$ cat src/sv/flxd_pkg.sv
package flxd_pkg;

  localparam int INDEX_BITS = 17;
  localparam int IDX_OUT_W  = 17;
  localparam int RQ_DEPTH   = 4;

  localparam logic [7:0] RST_INVALID_BELOW = 8'h48;
  localparam logic [7:0] RST_MEDIUM_FROM   = 8'h78;
  localparam logic [7:0] RST_LONG_FROM     = 8'hA8;
  localparam logic [7:0] RST_INVALID_FROM  = 8'hE0;

  typedef enum logic [1:0] {
    CFG_INVALID_BELOW = 2'd0,
    CFG_MEDIUM_FROM   = 2'd1,
    CFG_LONG_FROM     = 2'd2,
    CFG_INVALID_FROM  = 2'd3
  } cfg_reg_e;

  typedef enum logic [1:0] {
    CLS_SHORT   = 2'd0,
    CLS_MEDIUM  = 2'd1,
    CLS_LONG    = 2'd2,
    CLS_INVALID = 2'd3
  } flux_class_e;

  typedef struct packed {
    logic [7:0] invalid_below;
    logic [7:0] medium_from;
    logic [7:0] long_from;
    logic [7:0] invalid_from;
  } thr_t;

  typedef struct packed {
    logic [7:0] store;
    logic [2:0] fill;
    logic       prev;
  } bits_t;

  typedef struct packed {
    logic [7:0]           data_byte;
    logic [IDX_OUT_W-1:0] byte_index;
    logic                 partial;
    logic                 session_end;
  } result_t;

endpackage

$ cat src/sv/flux_interval_bit_decoder_top.sv
// An accepted interval is registered and decoded, and its results are written into
// the result queue, from whose head they are offered.
// Throughput: one interval per cycle; an interval that completes a byte and ends a
// session with a partial byte yields two results, which leave one at a time.
// Intake pauses once the four-entry result queue could not take two more results.
// Reset sets thresholds to their defaults and clears the bit store and byte index.
module flux_interval_bit_decoder_top #(
  parameter int IndexBits  = flxd_pkg::INDEX_BITS,
  parameter int QueueDepth = flxd_pkg::RQ_DEPTH
) (
  input  logic        clk_i,
  input  logic        rst_ni,
  input  logic        in_valid_i,
  output logic        in_ready_o,
  input  logic [7:0]  interval_i,
  input  logic        end_of_write_i,
  output logic        out_valid_o,
  input  logic        out_ready_i,
  output logic [7:0]  data_byte_o,
  output logic [16:0] byte_index_o,
  output logic        partial_o,
  output logic        session_end_o,
  input  logic        cfg_valid_i,
  output logic        cfg_ready_o,
  input  logic [1:0]  cfg_index_i,
  input  logic [7:0]  cfg_data_i
);

  localparam int CntW = $clog2(QueueDepth+1);

  flxd_pkg::thr_t       thr_q;
  logic                 item_vld_q;
  logic [7:0]           item_int_q;
  logic                 item_eow_q;
  flxd_pkg::bits_t      bits_q, bits_d;
  logic [IndexBits-1:0] ctr_q, ctr_d;
  logic [1:0]           dec_n;
  logic [1:0]           push_n;
  flxd_pkg::result_t    res0, res1, head;
  logic [CntW-1:0]      q_count;
  logic                 pop;
  logic [CntW:0]        fill_est;

  assign cfg_ready_o = 1'b1;

  always_ff @(posedge clk_i or negedge rst_ni) begin
    if (!rst_ni) begin
      thr_q.invalid_below <= flxd_pkg::RST_INVALID_BELOW;
      thr_q.medium_from   <= flxd_pkg::RST_MEDIUM_FROM;
      thr_q.long_from     <= flxd_pkg::RST_LONG_FROM;
      thr_q.invalid_from  <= flxd_pkg::RST_INVALID_FROM;
    end else if (cfg_valid_i && cfg_ready_o) begin
      unique case (flxd_pkg::cfg_reg_e'(cfg_index_i))
        flxd_pkg::CFG_INVALID_BELOW: thr_q.invalid_below <= cfg_data_i;
        flxd_pkg::CFG_MEDIUM_FROM:   thr_q.medium_from   <= cfg_data_i;
        flxd_pkg::CFG_LONG_FROM:     thr_q.long_from     <= cfg_data_i;
        flxd_pkg::CFG_INVALID_FROM:  thr_q.invalid_from  <= cfg_data_i;
        default: begin
        end
      endcase
    end
  end

  flxd_decode #(
    .IndexBits(IndexBits)
  ) u_decode (
    .interval_i (item_int_q),
    .last_i     (item_eow_q),
    .thr_i      (thr_q),
    .bits_i     (bits_q),
    .ctr_i      (ctr_q),
    .bits_o     (bits_d),
    .ctr_o      (ctr_d),
    .count_o    (dec_n),
    .res0_o     (res0),
    .res1_o     (res1)
  );

  assign push_n = item_vld_q ? dec_n : 2'd0;

  // hold off a new request unless the queue can take two more results
  assign fill_est   = {1'b0, q_count} + (CntW+1)'(push_n);
  assign in_ready_o = fill_est <= (CntW+1)'(QueueDepth - 2);

  always_ff @(posedge clk_i or negedge rst_ni) begin
    if (!rst_ni) begin
      item_vld_q <= 1'b0;
      bits_q     <= '0;
      ctr_q      <= '0;
    end else begin
      item_vld_q <= in_valid_i && in_ready_o;
      if (item_vld_q) begin
        bits_q <= bits_d;
        ctr_q  <= ctr_d;
      end
    end
  end

  always_ff @(posedge clk_i) begin
    if (in_valid_i && in_ready_o) begin
      item_int_q <= interval_i;
      item_eow_q <= end_of_write_i;
    end
  end

  assign pop = out_valid_o && out_ready_i;

  flxd_rq #(
    .Depth(QueueDepth)
  ) u_rq (
    .clk_i    (clk_i),
    .rst_ni   (rst_ni),
    .push_n_i (push_n),
    .res0_i   (res0),
    .res1_i   (res1),
    .pop_i    (pop),
    .head_o   (head),
    .count_o  (q_count)
  );

  assign out_valid_o   = q_count != '0;
  assign data_byte_o   = head.data_byte;
  assign byte_index_o  = head.byte_index;
  assign partial_o     = head.partial;
  assign session_end_o = head.session_end;

  a_queue_bound : assert property (@(posedge clk_i) disable iff (!rst_ni)
    q_count <= CntW'(QueueDepth))
    else $error("result queue overflow");

  a_item_taken : assert property (@(posedge clk_i) disable iff (!rst_ni)
    in_valid_i && in_ready_o |=> item_vld_q)
    else $error("accepted request not registered");

  a_partial_ends : assert property (@(posedge clk_i) disable iff (!rst_ni)
    out_valid_o && partial_o |-> session_end_o)
    else $error("partial byte without session end");

  a_session_clear : assert property (@(posedge clk_i) disable iff (!rst_ni)
    item_vld_q && item_eow_q |=> bits_q.fill == 3'd0 && ctr_q == '0)
    else $error("state not cleared after session end");

endmodule

$ cat src/sv/flxd_decode.sv
module flxd_decode #(
  parameter int IndexBits = flxd_pkg::INDEX_BITS
) (
  input  logic [7:0]           interval_i,
  input  logic                 last_i,
  input  flxd_pkg::thr_t       thr_i,
  input  flxd_pkg::bits_t      bits_i,
  input  logic [IndexBits-1:0] ctr_i,
  output flxd_pkg::bits_t      bits_o,
  output logic [IndexBits-1:0] ctr_o,
  output logic [1:0]           count_o,
  output flxd_pkg::result_t    res0_o,
  output flxd_pkg::result_t    res1_o
);

  localparam int OutW = flxd_pkg::IDX_OUT_W;

  flxd_pkg::flux_class_e cls;
  logic                  two;
  logic [1:0]            val;
  logic                  prev_n;
  logic [9:0]            wide;
  logic [3:0]            fill_sum;
  logic                  full;
  logic [7:0]            store_rem;
  logic [2:0]            fill_rem;
  logic [IndexBits-1:0]  ctr_inc;
  logic                  has_part;
  flxd_pkg::result_t     full_res;
  flxd_pkg::result_t     part_res;

  always_comb begin
    if (interval_i < thr_i.invalid_below) begin
      cls = flxd_pkg::CLS_INVALID;
    end else if (interval_i < thr_i.medium_from) begin
      cls = flxd_pkg::CLS_SHORT;
    end else if (interval_i < thr_i.long_from) begin
      cls = flxd_pkg::CLS_MEDIUM;
    end else if (interval_i < thr_i.invalid_from) begin
      cls = flxd_pkg::CLS_LONG;
    end else begin
      cls = flxd_pkg::CLS_INVALID;
    end
  end

  always_comb begin
    two    = 1'b0;
    val    = 2'b00;
    prev_n = 1'b0;
    if (bits_i.prev) begin
      unique case (cls)
        flxd_pkg::CLS_SHORT: begin
          val    = 2'b01;
          prev_n = 1'b1;
        end
        flxd_pkg::CLS_MEDIUM: begin
          two = 1'b1;
        end
        flxd_pkg::CLS_LONG: begin
          two    = 1'b1;
          val    = 2'b10;
          prev_n = 1'b1;
        end
        default: begin
        end
      endcase
    end else begin
      unique case (cls)
        flxd_pkg::CLS_MEDIUM: begin
          val    = 2'b01;
          prev_n = 1'b1;
        end
        default: begin
        end
      endcase
    end
  end

  assign wide      = {2'b00, bits_i.store} | ({8'h00, val} << bits_i.fill);
  assign fill_sum  = {1'b0, bits_i.fill} + (two ? 4'd2 : 4'd1);
  assign full      = fill_sum[3];
  assign store_rem = full ? {6'd0, wide[9:8]} : wide[7:0];
  assign fill_rem  = fill_sum[2:0];
  assign ctr_inc   = ctr_i + IndexBits'(full);
  assign has_part  = last_i && (fill_rem != 3'd0);

  assign full_res.data_byte   = wide[7:0];
  assign full_res.byte_index  = OutW'(ctr_i);
  assign full_res.partial     = 1'b0;
  assign full_res.session_end = last_i && (fill_rem == 3'd0);

  assign part_res.data_byte   = store_rem;
  assign part_res.byte_index  = OutW'(ctr_inc);
  assign part_res.partial     = 1'b1;
  assign part_res.session_end = 1'b1;

  assign res0_o  = full ? full_res : part_res;
  assign res1_o  = part_res;
  assign count_o = {1'b0, full} + {1'b0, has_part};

  // drop all state after the last interval of a session
  always_comb begin
    if (last_i) begin
      bits_o = '0;
      ctr_o  = '0;
    end else begin
      bits_o.store = store_rem;
      bits_o.fill  = fill_rem;
      bits_o.prev  = prev_n;
      ctr_o        = ctr_inc;
    end
  end

endmodule

$ cat src/sv/flxd_rq.sv
module flxd_rq #(
  parameter int Depth = flxd_pkg::RQ_DEPTH
) (
  input  logic                       clk_i,
  input  logic                       rst_ni,
  input  logic [1:0]                 push_n_i,
  input  flxd_pkg::result_t          res0_i,
  input  flxd_pkg::result_t          res1_i,
  input  logic                       pop_i,
  output flxd_pkg::result_t          head_o,
  output logic [$clog2(Depth+1)-1:0] count_o
);

  localparam int PtrW = $clog2(Depth);
  localparam int CntW = $clog2(Depth+1);

  flxd_pkg::result_t mem_q [Depth];
  logic [PtrW-1:0]   wr_q, wr_d, rd_q, rd_d;
  logic [CntW-1:0]   cnt_q, cnt_d;

  function automatic logic [PtrW-1:0] inc(input logic [PtrW-1:0] p);
    return (p == PtrW'(Depth-1)) ? '0 : p + 1'b1;
  endfunction

  always_comb begin
    wr_d = wr_q;
    if (push_n_i == 2'd1) begin
      wr_d = inc(wr_q);
    end else if (push_n_i == 2'd2) begin
      wr_d = inc(inc(wr_q));
    end
    rd_d  = pop_i ? inc(rd_q) : rd_q;
    cnt_d = cnt_q + CntW'(push_n_i) - CntW'(pop_i);
  end

  always_ff @(posedge clk_i or negedge rst_ni) begin
    if (!rst_ni) begin
      wr_q  <= '0;
      rd_q  <= '0;
      cnt_q <= '0;
    end else begin
      wr_q  <= wr_d;
      rd_q  <= rd_d;
      cnt_q <= cnt_d;
    end
  end

  always_ff @(posedge clk_i) begin
    if (push_n_i != 2'd0) begin
      mem_q[wr_q] <= res0_i;
    end
    if (push_n_i == 2'd2) begin
      mem_q[inc(wr_q)] <= res1_i;
    end
  end

  assign head_o  = mem_q[rd_q];
  assign count_o = cnt_q;

endmodule

$ cat config.mk
export PLATFORM = sky130hd
export DESIGN_NAME = flux_interval_bit_decoder_top
export DESIGN_NICKNAME = d
export VERILOG_FILES = /design/src/sv/flxd_pkg.sv /design/src/sv/flux_interval_bit_decoder_top.sv /design/src/sv/flxd_decode.sv /design/src/sv/flxd_rq.sv
export SDC_FILE = /design/constraint.sdc
export NUM_CORES = 1
export LEC_CHECK = 0
export BUFFER_PORTS_ARGS = -buffer_cell sky130_fd_sc_hd__buf_2
export CORE_MARGIN = 3
export CORE_UTILIZATION = 60
export DETAILED_ROUTE_END_ITERATION = 10
export GPL_ROUTABILITY_DRIVEN = 0
export GPL_TIMING_DRIVEN = 1
export PLACE_DENSITY = 0.78
export SLEW_MARGIN = 25
export SYNTH_ARGS = -nofsm -noshare
export SYNTH_HDL_FRONTEND = slang
export SYNTH_SLANG_ARGS = --single-unit
$ cat constraint.sdc
create_clock -name clk_i -period 7.12 [get_ports clk_i]
set_input_delay 1.068 -clock clk_i [delete_from_list [all_inputs] [get_ports clk_i]]
set_output_delay 1.068 -clock clk_i [all_outputs]
set_load 0.05 [all_outputs]
# == Word-level counts from Yosys, hierarchy flattened ==
# Memory sizes are Yosys's and may differ from the RTL's.
# Cells that the tools add are included.
# W data, S select, Z words.
# op_classes
add_sub_neg,9
n_lt_le_gt_ge,5
n_eq_ne,10
shift,1
mux,27
bitwise,1
n_reduce_logical,17
# ops
operator,count
$lt A8 B8 Y1,4
$mux W27,1
$mux W2,11
$add A17 B1 Y17,1
$mux W17,1
$eq A2 B2 Y1 const B,7
$mux W12,1
$mux W1,11
$or A8 B10 Y10,1
$shl A2 B3 Y10,1
$mux W8,1
$reduce_and A2 Y1,4
$add A2 B1 Y2 const B,3
$eq A2 B1 Y1 const B,3
$reduce_bool A3 Y1,2
$add A3 B2 Y4,1
$add A3 B4 Y4,1
$le A4 B2 Y1 const B,1
$logic_and A1 B1 Y1,4
$logic_not A2 Y1,2
$pmux W2 S2,1
$reduce_bool A2 Y1,2
$reduce_or A2 Y1,2
$add A3 B2 Y3,1
3 further kinds,3
# word_totals
register_bits,78
ram_bits,108
output_inout_bits,30
word_cells,85
mem_count,1
# mem_list
memory,depth,word_bits,read_ports,rd_ports_with_merged_regs,wr,line_no,text
u_rq.mem_q,4,27,1,0,2,flxd_rq.sv:17,flxd_pkg::result_t mem_q [Depth];

# == Logic depth before layout (Yosys ltp) ==
# logic_depth
ltp_word,18
mapped_depth,26

# == By module ==
# Synthesis repeated with hierarchy kept, for this count alone.
# hier_totals
hier_cells,739
area_unflattened_um2,10368.7
# by_module_without_submodules
module,n_inst,cells_per_inst,area_each_um2
flxd_rq,1,311,5799.3
flux_interval_bit_decoder_top,1,154,2721.4
flxd_decode,1,274,1848.0

# == Worst setup path after synthesis ==
# No wires, ideal clock.
# synth_path
path_kind,reg-to-output
startpoint,register thr_q[27] (netlist bit)
endpoint,output in_ready_o
t_arrival_ns,5.011
required_ns,6.052
slack_ns,1.041
stages_incl_launch_ff,21
path_buffers,0
path_cell_list,dfstp_2 inv_1 ha_1 nor3_1 nor2_1 a221oi_1 nor2_1 ha_1 nand2b_1 ha_1 fa_1 xor2_1 nor3_1 nor2b_1 ha_1 nand2_1 inv_1 ha_1 fa_1 o21a_1 a21oi_1
# synth_via
elab_chain_len,14
elab_cells_between_ends,15
# synth_lines
item,line_no,text
start: declaration,flux_interval_bit_decoder_top.sv:31,flxd_pkg::thr_t thr_q;
$lt A8 B8 Y1 *,flxd_decode.sv:33,if (interval_i < thr_i.invalid_below) begin
$mux W2 *,flxd_decode.sv:33,
$eq A2 B2 Y1 or $eq A2 B1 Y1 (tied branches),flxd_decode.sv:51,unique case (cls)
$reduce_or A2 Y1 (no source line) *,n/a,
$mux W1 *,flxd_decode.sv:51,
$mux W1 *,flxd_decode.sv:50,if (bits_i.prev) begin
$mux W2 *,flxd_decode.sv:80,"assign fill_sum = {1'b0, bits_i.fill} + (two ? 4'd2 : 4'd1);"
$add A3 B4 Y4 *,flxd_decode.sv:80,
$reduce_bool A3 Y1,flxd_decode.sv:85,assign has_part = last_i && (fill_rem != 3'd0);
$logic_and A1 B1 Y1,flxd_decode.sv:85,
$add A1 B1 Y2 *,flxd_decode.sv:99,"assign count_o = {1'b0, full} + {1'b0, has_part};"
$mux W2 *,flux_interval_bit_decoder_top.sv:79,assign push_n = item_vld_q ? dec_n : 2'd0;
$add A3 B2 Y4 *,flux_interval_bit_decoder_top.sv:82,"assign fill_est = {1'b0, q_count} + (CntW+1)'(push_n);"
$le A4 B2 Y1 *,flux_interval_bit_decoder_top.sv:83,assign in_ready_o = fill_est <= (CntW+1)'(QueueDepth - 2);
end: declaration,flux_interval_bit_decoder_top.sv:14,"output logic in_ready_o,"
# Every way passes the cells marked *; elsewhere a longest branch is shown, timed or not.

# == Final worst setup path ==
# layout_path
startpoint,register item_int_q[1]
endpoint,output in_ready_o
# layout_via
elab_chain_len,17
elab_cells_between_ends,21
# layout_lines
item,line_no,text
start: declaration,flux_interval_bit_decoder_top.sv:33,logic [7:0] item_int_q;
start signal: assignment,flux_interval_bit_decoder_top.sv:101,item_int_q <= interval_i;
$lt A8 B8 Y1,flxd_decode.sv:39,end else if (interval_i < thr_i.invalid_from) begin
$mux W1,flxd_decode.sv:39,
$mux W2,flxd_decode.sv:37,end else if (interval_i < thr_i.long_from) begin
$mux W2,flxd_decode.sv:35,end else if (interval_i < thr_i.medium_from) begin
$mux W2 *,flxd_decode.sv:33,
$eq A2 B2 Y1 or $eq A2 B1 Y1 (tied branches),flxd_decode.sv:51,
$reduce_or A2 Y1 (no source line) *,n/a,
$mux W1 *,flxd_decode.sv:51,
$mux W1 *,flxd_decode.sv:50,
$mux W2 *,flxd_decode.sv:80,
$add A3 B4 Y4 *,flxd_decode.sv:80,
$reduce_bool A3 Y1,flxd_decode.sv:85,
$logic_and A1 B1 Y1,flxd_decode.sv:85,
$add A1 B1 Y2 *,flxd_decode.sv:99,
$mux W2 *,flux_interval_bit_decoder_top.sv:79,
$add A3 B2 Y4 *,flux_interval_bit_decoder_top.sv:82,
$le A4 B2 Y1 *,flux_interval_bit_decoder_top.sv:83,
# Marks and branches as above.

==> results.py <==
metrics = {
    "place": {
        "dp_hpwl_mm": 15.5,
        "postPlaceCellArea_mm2": 0.0104,
        "port_buffers": 52,
        "pre_cts_slack_ps": 1010,
    },
    "clock_tree": {
        "cts_setup_buffers": 0,
        "clk_pin_slew_ps": 70,
        "cts.root.buffer_cell": "clkbuf_16",
        "cts_tree": "yes",
        "cts_resized": 0,
        "cts_buffers": 17,
        "cts_hold_buf": 0,
        "clock_sinks": 186,
        "cts.path.max_buffers": 2,
        "clk-insertion-delay-late_ps": 440,
        "h-tree-depth": 4,
    },
    "drt": {
        "routed_wl_mm": 23.4,
        "remaining_drc_errors": 0,
        "first_pass_iters": 5,
        "ant_nets": 0,
        "vias": 7161,
        "drt_iter0_drc": 730,
        "viasPerCell": 6.29,
        "wl_per_cell_um": 20.5,
    },
    "die": {
        "dieArea_mm2": 0.0182,
        "start_util_pct": 62.2,
        "ios": 54,
        "rows": 46,
        "dieWidth_um": 135,
        "die-height_um": 135,
        "coreArea_mm2": 0.0161,
    },
    "grt": {
        "gr-total-overflow": 0,
        "grt_pass1_wl_mm": 37.8,
        "grt_pass1_vias": 7124,
        "grt_max_degree": 70,
        "antenna_found_initial": 0,
        "track_usage_pct": 26.8,
    },
    "final_layout": {
        "layout_common_cells": "edfxtp_1, nor2_1, nand2_1",
        "diodes": 0,
        "area_growth_pct": 10.1,
        "final_common_cell": "edfxtp_1",
        "utilization_pct": 68.5,
        "fin_nets": 988,
        "n_fill_cell": 1164,
        "drive_gt1_share_pct": 19.0,
        "finalInstanceArea_mm2": 0.0110,
    },
    "synth": {
        "synthArstFlopShare_pct": 37.1,
        "synth-main-ff-cell": "edfxtp_1",
        "yosysUniqueCellTypes": 61,
        "synth_nets": 953,
        "synth_area_mm2": 0.00998,
        "syn_inst": 874,
        "yosys_warnings": 0,
        "syn_area_per_cell_um2": 11.4,
        "synth-edff-count": 109,
        "synth-seq-cells": 186,
        "ys_seq_area_share_pct": 51.8,
    },
    "sta": {
        "fin_setup_tns_ps": 0,
        "worst-slew-pin-transition_ps": 898,
        "finalHoldViolCount": 0,
        "drv_slew": 0,
        "max_freq_ghz": 0.151,
        "rsz0062_at_grt": "false",
        "fin_crit_ps": 6610,
        "worst_slack_ps": 506,
        "setup_violations": 0,
        "fin_skew_ps": 10.6,
        "slew_headroom_pct": 40.1,
        "min_period_over_period_pct": 92.9,
    },
    "pwr": {
        "seq_power_share_pct": 38.8,
        "pwr-share-clk_pct": 25.4,
        "p_per_area_mw_per_mm2": 346,
        "comb_power_share_pct": 35.8,
        "p_int_mw": 2.34,
        "swShare_pct": 38.5,
        "p_leak_nw": 4.31,
        "switchingPower_mw": 1.46,
        "ir_drop_uv": 283,
    },
    "worst_setup_path": {
        "cp_slowest_cell": "edfxtp_1",
        "endpoint_kind": "primary output",
        "cp_slowest_stage_delay_ps": 450,
        "r2r-start": "item_int_q[1]",
        "reg2reg_slack_ps": 1050,
        "cpMostUsedCell": "ha_1",
        "critPathMaxFanout": 4,
        "crit_chain": "ha_1, a2111o_1, a31oi_1, nor2_1, or2_2, ha_1, nand2b_1, ha_1, fa_1, xor2_1, nor3_1, nor2b_1, ha_1, nand2_1, inv_1, ha_1, fa_1, o21a_1, a21oi_1, buf_2",
        "worstPathRequired_ps": 6050,
        "cp.arrival_ps": 5550,
        "startpoint": "item_int_q[1]",
        "startpoint_type": "register",
        "critical_path_class": "reg2out",
    },
    "hold_path": {
        "min_path_type": "reg2reg",
        "hold_start": "u_rq.mem_q[1][1]",
    },
    "run": {
        "cap_viol_max_count": 0,
    },
    "status": {
        "run_status": "complete, no violations",
    },
}
[path summary, 6_finish.rpt]
kind / end / cells past startpoint
setup / recovery: in_ready_o / 20
hold / removal: u_rq.mem_q[1][1] / 1
setup reg to reg: u_rq.mem_q[2][17] / 19
hold reg to reg: u_rq.mem_q[1][1] / 1
max in group asynchronous: u_rq.rd_q[0] / 2
min in group asynchronous: thr_q[23] / 2
[flip-flops by register name, summed over array words and instances (netlist names)]
signal        flops
item_int_q        8
bits_q           12
u_rq.wr_q         2
item_vld_q        1
u_rq.rd_q         2
u_rq.mem_q      108
item_eow_q        1
ctr_q            17
u_rq.count_o      3
thr_q            32
[power groups by stage]
stage,clock network [mW],registers [mW],logic (mW)
detailed placement,0,1.50,1.34
floorplan,0,1.38,1.12
global placement,0,1.49,1.32
global route,1.01,1.50,1.48
finish,0.966,1.48,1.36
CTS,0.975,1.48,1.37
[kinds of logic (layout without fill, tap and decap cells)]
group	Yosys count	in the layout	share of synthesized area [%]
flops	186	186	51.8
fa+ha+maj	55	55	7.12
buf+inv	98	146	4.01
simple gates	231	231	11.5
compound gates	224	224	14.1
mux	61	61	9.87
other cells	1	1	0.0376
xor+xnor	18	18	1.58
[layout make-up]
cell class,instances,area (um^2),area share (%)
Clock buffer,18,429,3.90
Inverter,50,188,1.71
Multi-Input combinational cell,590,4410,40.1
Tap cell,216,270,2.46
Timing Repair Buffer,64,350,3.19
Sequential cell,186,5180,47.1
Clock inverter,14,170,1.55
[cell usage after synthesis, drive strengths merged (17+ instances only)]
cell type  number  area, um^2
dfrtp          57        1430
buf            18         100
o2bb2ai        18         158
nand3          17         110
mux2           29         327
clkbuf         30         113
a31oi          20         125
inv            49         184
edfxtp        109        3270
a21oi          61         305
mux4           27         608
nor2           74         278
o21ai          62         310
nand2          66         255
ha             52         651
[critical path: cells and delay by family, from the launching register on]
kind	cells	cell delay, ps
AO/OA/AOI/OAI	4	960
flip-flops	1	450
adder cells (fa/ha/maj)	7	2110
XOR/XNOR	1	180
AND/OR/NAND/NOR	6	1000
buffers and inverters	2	390
[routing by layer]
| metal | track usage, % | up-vias | share of wire (%) |
|---|---|---|---|
| met5 | 0 | - | 0 |
| met4 | 10.1 | 0 | 2.5 |
| met3 | 3.95 | 57 | 6.8 |
| met2 | 44.2 | 321 | 50 |
| met1 | 36.6 | 3481 | 41 |
| li1 | - | 3302 | - |
[per-stage QoR]
step	hold slack, ps	power [mW]	cells
6_report	468	3.80	1138
5_1_grt	493	3.99	1138
4_1_cts	469	3.82	1138
3_5_place_dp	453	2.84	1106
3_3_place_gp	447	2.81	1106
2_1_floorplan	435	2.50	874
No activity file was read; power rests on OpenSTA's default activity.
